--- src/hdl/ggc_ram.sv ---
module ggc_ram #(
   parameter int Depth = 256,
   parameter int Width = 8
) (
   input  logic                     clock,
   input  logic                     wr_en,
   input  logic [$clog2(Depth)-1:0] wr_addr,
   input  logic [Width-1:0]         wr_data,
   input  logic [$clog2(Depth)-1:0] rd_addr,
   output logic [Width-1:0]         rd_data
);

   logic [Width-1:0] mem [Depth];

   always_ff @(posedge clock) begin
      if (wr_en) begin
         mem[wr_addr] <= wr_data;
      end
      rd_data <= mem[rd_addr];
   end

endmodule

--- config.mk ---
export PLATFORM = sky130hd
export DESIGN_NAME = ggc_ram
export DESIGN_NICKNAME = d
export VERILOG_FILES = /design/src/hdl/ggc_ram.sv
export SDC_FILE = /design/constraint.sdc
export NUM_CORES = 2
export LEC_CHECK = 0
export ABC_AREA = 1
export BUFFER_PORTS_ARGS = -buffer_cell sky130_fd_sc_hd__buf_2
export CAP_MARGIN = 40
export CORE_MARGIN = 10
export CORE_UTILIZATION = 35
export DETAILED_ROUTE_END_ITERATION = 6
export HOLD_SLACK_MARGIN = 0.06
export PLACE_DENSITY_LB_ADDON = 0.15
export SKIP_CTS_REPAIR_TIMING = 1
export SYNTH_ARGS = -nofsm -noshare
export SYNTH_HDL_FRONTEND = slang
export SYNTH_SLANG_ARGS = --single-unit
--- constraint.sdc ---
create_clock -name clock -period 4.6 [get_ports clock]
set_clock_uncertainty 0.05 [all_clocks]
set_input_delay 0.46 -clock clock [delete_from_list [all_inputs] [get_ports clock]]
set_output_delay 0.46 -clock clock [all_outputs]
set_load 0.05 [all_outputs]
==> results by group <==
Clock tree
  • CTS tree: done
  • H-tree Lvls: 4
  • Clock transition at path regs: 0.06 ns
  • CTS Buffer Depth: 3
  • CTS Sinks: 2056
  • CTS Buf Count: 219
  • Root buffer cell: clkbuf_16
  • Worst-Skew Late Latency: 0.87 ns

Min path
  • Hold path depth: 1
  • Worst min path class: input port to flop
  • Hold_sp: wr_data[3]

Run
  • Max-cap viol count: 0

Setup path
  • Cell count along the critical path: 13
  • CP Launch Type: input port
  • CP arrival: 3.63 ns
  • CP max stage delay: 0.55 ns
  • Max stage delay cell, worst path: inv_16
  • Crit path top cell by count: nand3_1
  • Reg-to-reg slack, setup: 2.30 ns
  • Worst setup EP type: flop
  • Worst-path cell chain: buf_8 -> inv_16 -> buf_12 -> nand2_1 -> nand3_1 -> nand3_1 -> nand3_1 -> nand3_1 -> nand3_1 -> nand3_1 -> nand2_1 -> nand2_1 -> nand2_1
  • CP top delay family: simple AND/OR/NAND/NOR gates
  • Worst endpoint required time: 5.36 ns
  • Worst path bufs/invs: 3
  • Critical path launch point: rd_addr[0]
  • Worst setup path class: input port to flop
  • Max FO, Critical Path: 118
  • Reg2reg start: mem[233][0]$_DFFE_PP_
  • Register-to-Register Path Depth: 10

Yosys
  • Area contributors post-synth: edfxtp_1, nand3_1, nand2_1
  • Mapped Avg Cell Area: 11.91 um2
  • Post-synthesis sequential area ratio: 0.7394
  • Post-synth net total: 7029
  • Share of the synthesized area in the top cell type: 0.7374
  • Synthesized flop and latch total: 2056
  • Yosys top cell by area: edfxtp_1
  • Yosys warns: 0
  • Synthesized cell area: 0.08340 mm2
  • Cells after Synth: 7003
  • Post-synthesis cell type count: 14

Timing
  • Post-layout min period: 2.864 ns
  • TNS Setup: 0 ns
  • Unrepaired setup endpoints after global routing: false
  • Final setup violation count: 0
  • Worst slew pin tran: 1.146 ns
  • Slew HR: 0.2358
  • Pins Over Slew Limit: 0
  • Hold Vio Cnt, Final: 0
  • Final period util: 0.6227
  • Fmax achieved: 349.1 MHz
  • Hold WS: 0.07455 ns

Final layout
  • Seq. cell area: 0.06166 mm2
  • Footprint of the multi-input gates: 0.01917 mm2
  • Fin nets: 7080
  • Fillers: 22680
  • Share of layout cells above drive strength 1: 0.08437
  • Area delta synth->final: 13.82%

GRT
  • Tot GR Track Use: 0.1960
  • Initial antenna violation count: 21
  • Largest net degree at the start of global routing: 164
  • First-pass GRT wire length: 379000 um
  • Grt ovf: 0
  • Number of global-route vias before repair: 53000

Placed design
  • Port Buf Inserts: 33
  • Post-DP HPWL: 150800 um
  • GPL Wtd Cong: 0.8132

Route
  • DRT iter0 DRCs: 4995
  • Final wirelength: 259800 um
  • Total vias in the final route: 54370
  • WL per Instance: 24.94 um
  • Via density: 5.219
  • 1st-pass router iterations: 6
  • Antenna Violating Nets Remaining: 0
  • DRC errors left: 0

Die
  • Die area: 0.2582 mm2
  • Ports: 34
  • Initial core utilization: 0.3513
  • Core area: 0.2374 mm2
  • DIE WIDTH: 508.1 um
  • FP Rows: 179
  • Die Height: 508.1 um

Pwr
  • Total chip power: 40.26 mW
  • Static leakage: 32.76 nW
  • Power per cell area: 424.1 mW/mm2
  • Worst IR Drop VDD: 0.3029 mV

Run status
  • Status: finished clean
path summary, 6_finish.rpt:
check	endpoint
worst max register to register	rd_data[0]$_DFF_P_
worst min register to register	rd_data[1]$_DFF_P_
worst max-delay path	rd_data[0]$_DFF_P_
worst min-delay path	mem[87][3]$_DFFE_PP_
sequential cells by signal, summed over array words and instances, names as in the netlist:
| name | flops |
|---|---|
| rd_data | 8 |
| mem | 2048 |
cell families after synthesis:
logic type | Yosys count | share of synthesized area
flip-flops | 2056 | 0.7394
buffers and inverters | 522 | 0.03119
AND/OR/NAND/NOR | 4425 | 0.2295
worst reg2reg max path, stage by stage (launching register included):
cell      delay (ns)
edfxtp_1        0.37
nand2_1         0.08
nand3_1         0.09
nand3_1         0.13
nand3_1         0.12
nand3_1         0.16
nand3_1         0.44
nand3_1         0.41
nand2_1         0.13
nand2_1         0.14
nand2_1         0.08
layout make-up:
cell class,count,share of cell area
inverter,39,0.001898
antenna,8,0.0002109
sequential,2056,0.6496
clock inverter,121,0.01073
multi-input combinational,4425,0.2019
timing repair buffer,313,0.03257
clock buffer,288,0.06136
tap,3167,0.04174
metrics by stage:
step | utilization | cells | setup slack [ns] | area (um2)
floorplan | - | 7003 | 2.599 | 83400
global placement | 0.3690 | 9963 | 0.7941 | 87590
detailed placement | 0.3707 | 9993 | 0.7896 | 87990
CTS | 0.3995 | 10400 | 1.734 | 94840
global route | 0.3998 | 10410 | 1.623 | 94910
finish | 0.3998 | 10420 | 1.736 | 94920
per-layer routing:
layer,up-vias,share of wire,routed length [um],GRT usage
met5,-,0.00037,96,0
met1,27350,0.44,114700,0.2726
li1,24990,-,-,-
met4,14,0.027,6944,0.05730
met3,356,0.062,16060,0.03527
met2,1658,0.47,122000,0.3141
cell usage after synthesis, drive strengths merged:
| cell | n |
|---|---|
| buf | 371 |
| nand2 | 2123 |
| nand3 | 2019 |
| nor2 | 283 |
| clkbuf | 112 |
| inv | 39 |
| edfxtp | 2048 |
| dfxtp | 8 |
cells in the final DEF, fill, tap and decap left out:
master and instances:
bufinv_16 14, inv_1 33, clkbuf_16 223, buf_16 5, clkinv_8 3, inv_16 3
diode_2 8, dfxtp_1 8, buf_2 20, dlygate4sd3_1 6, inv_4 1, buf_6 3
clkinv_1 59, nand2_2 13, nand2_1 2110, nand3_1 2019, buf_4 221, edfxtp_1 2048
buf_8 12, buf_12 46, nor2_1 283, inv_8 2, clkbuf_1 65, clkinv_2 35
inv_2 2, inv_6 4, clkinv_16 2, clkinv_4 2
power breakdown:
group | total (mW) | internal (mW) | switching, mW | leakage [nW]
logic | 2.53 | 0.578 | 1.95 | 10.9
registers | 20.7 | 20.6 | 0.0384 | 18.5
clock network | 17.0 | 9.67 | 7.37 | 3.34
total | 40.3 | 30.9 | 9.36 | 32.8
No activity file was read; power rests on OpenSTA's default activity.
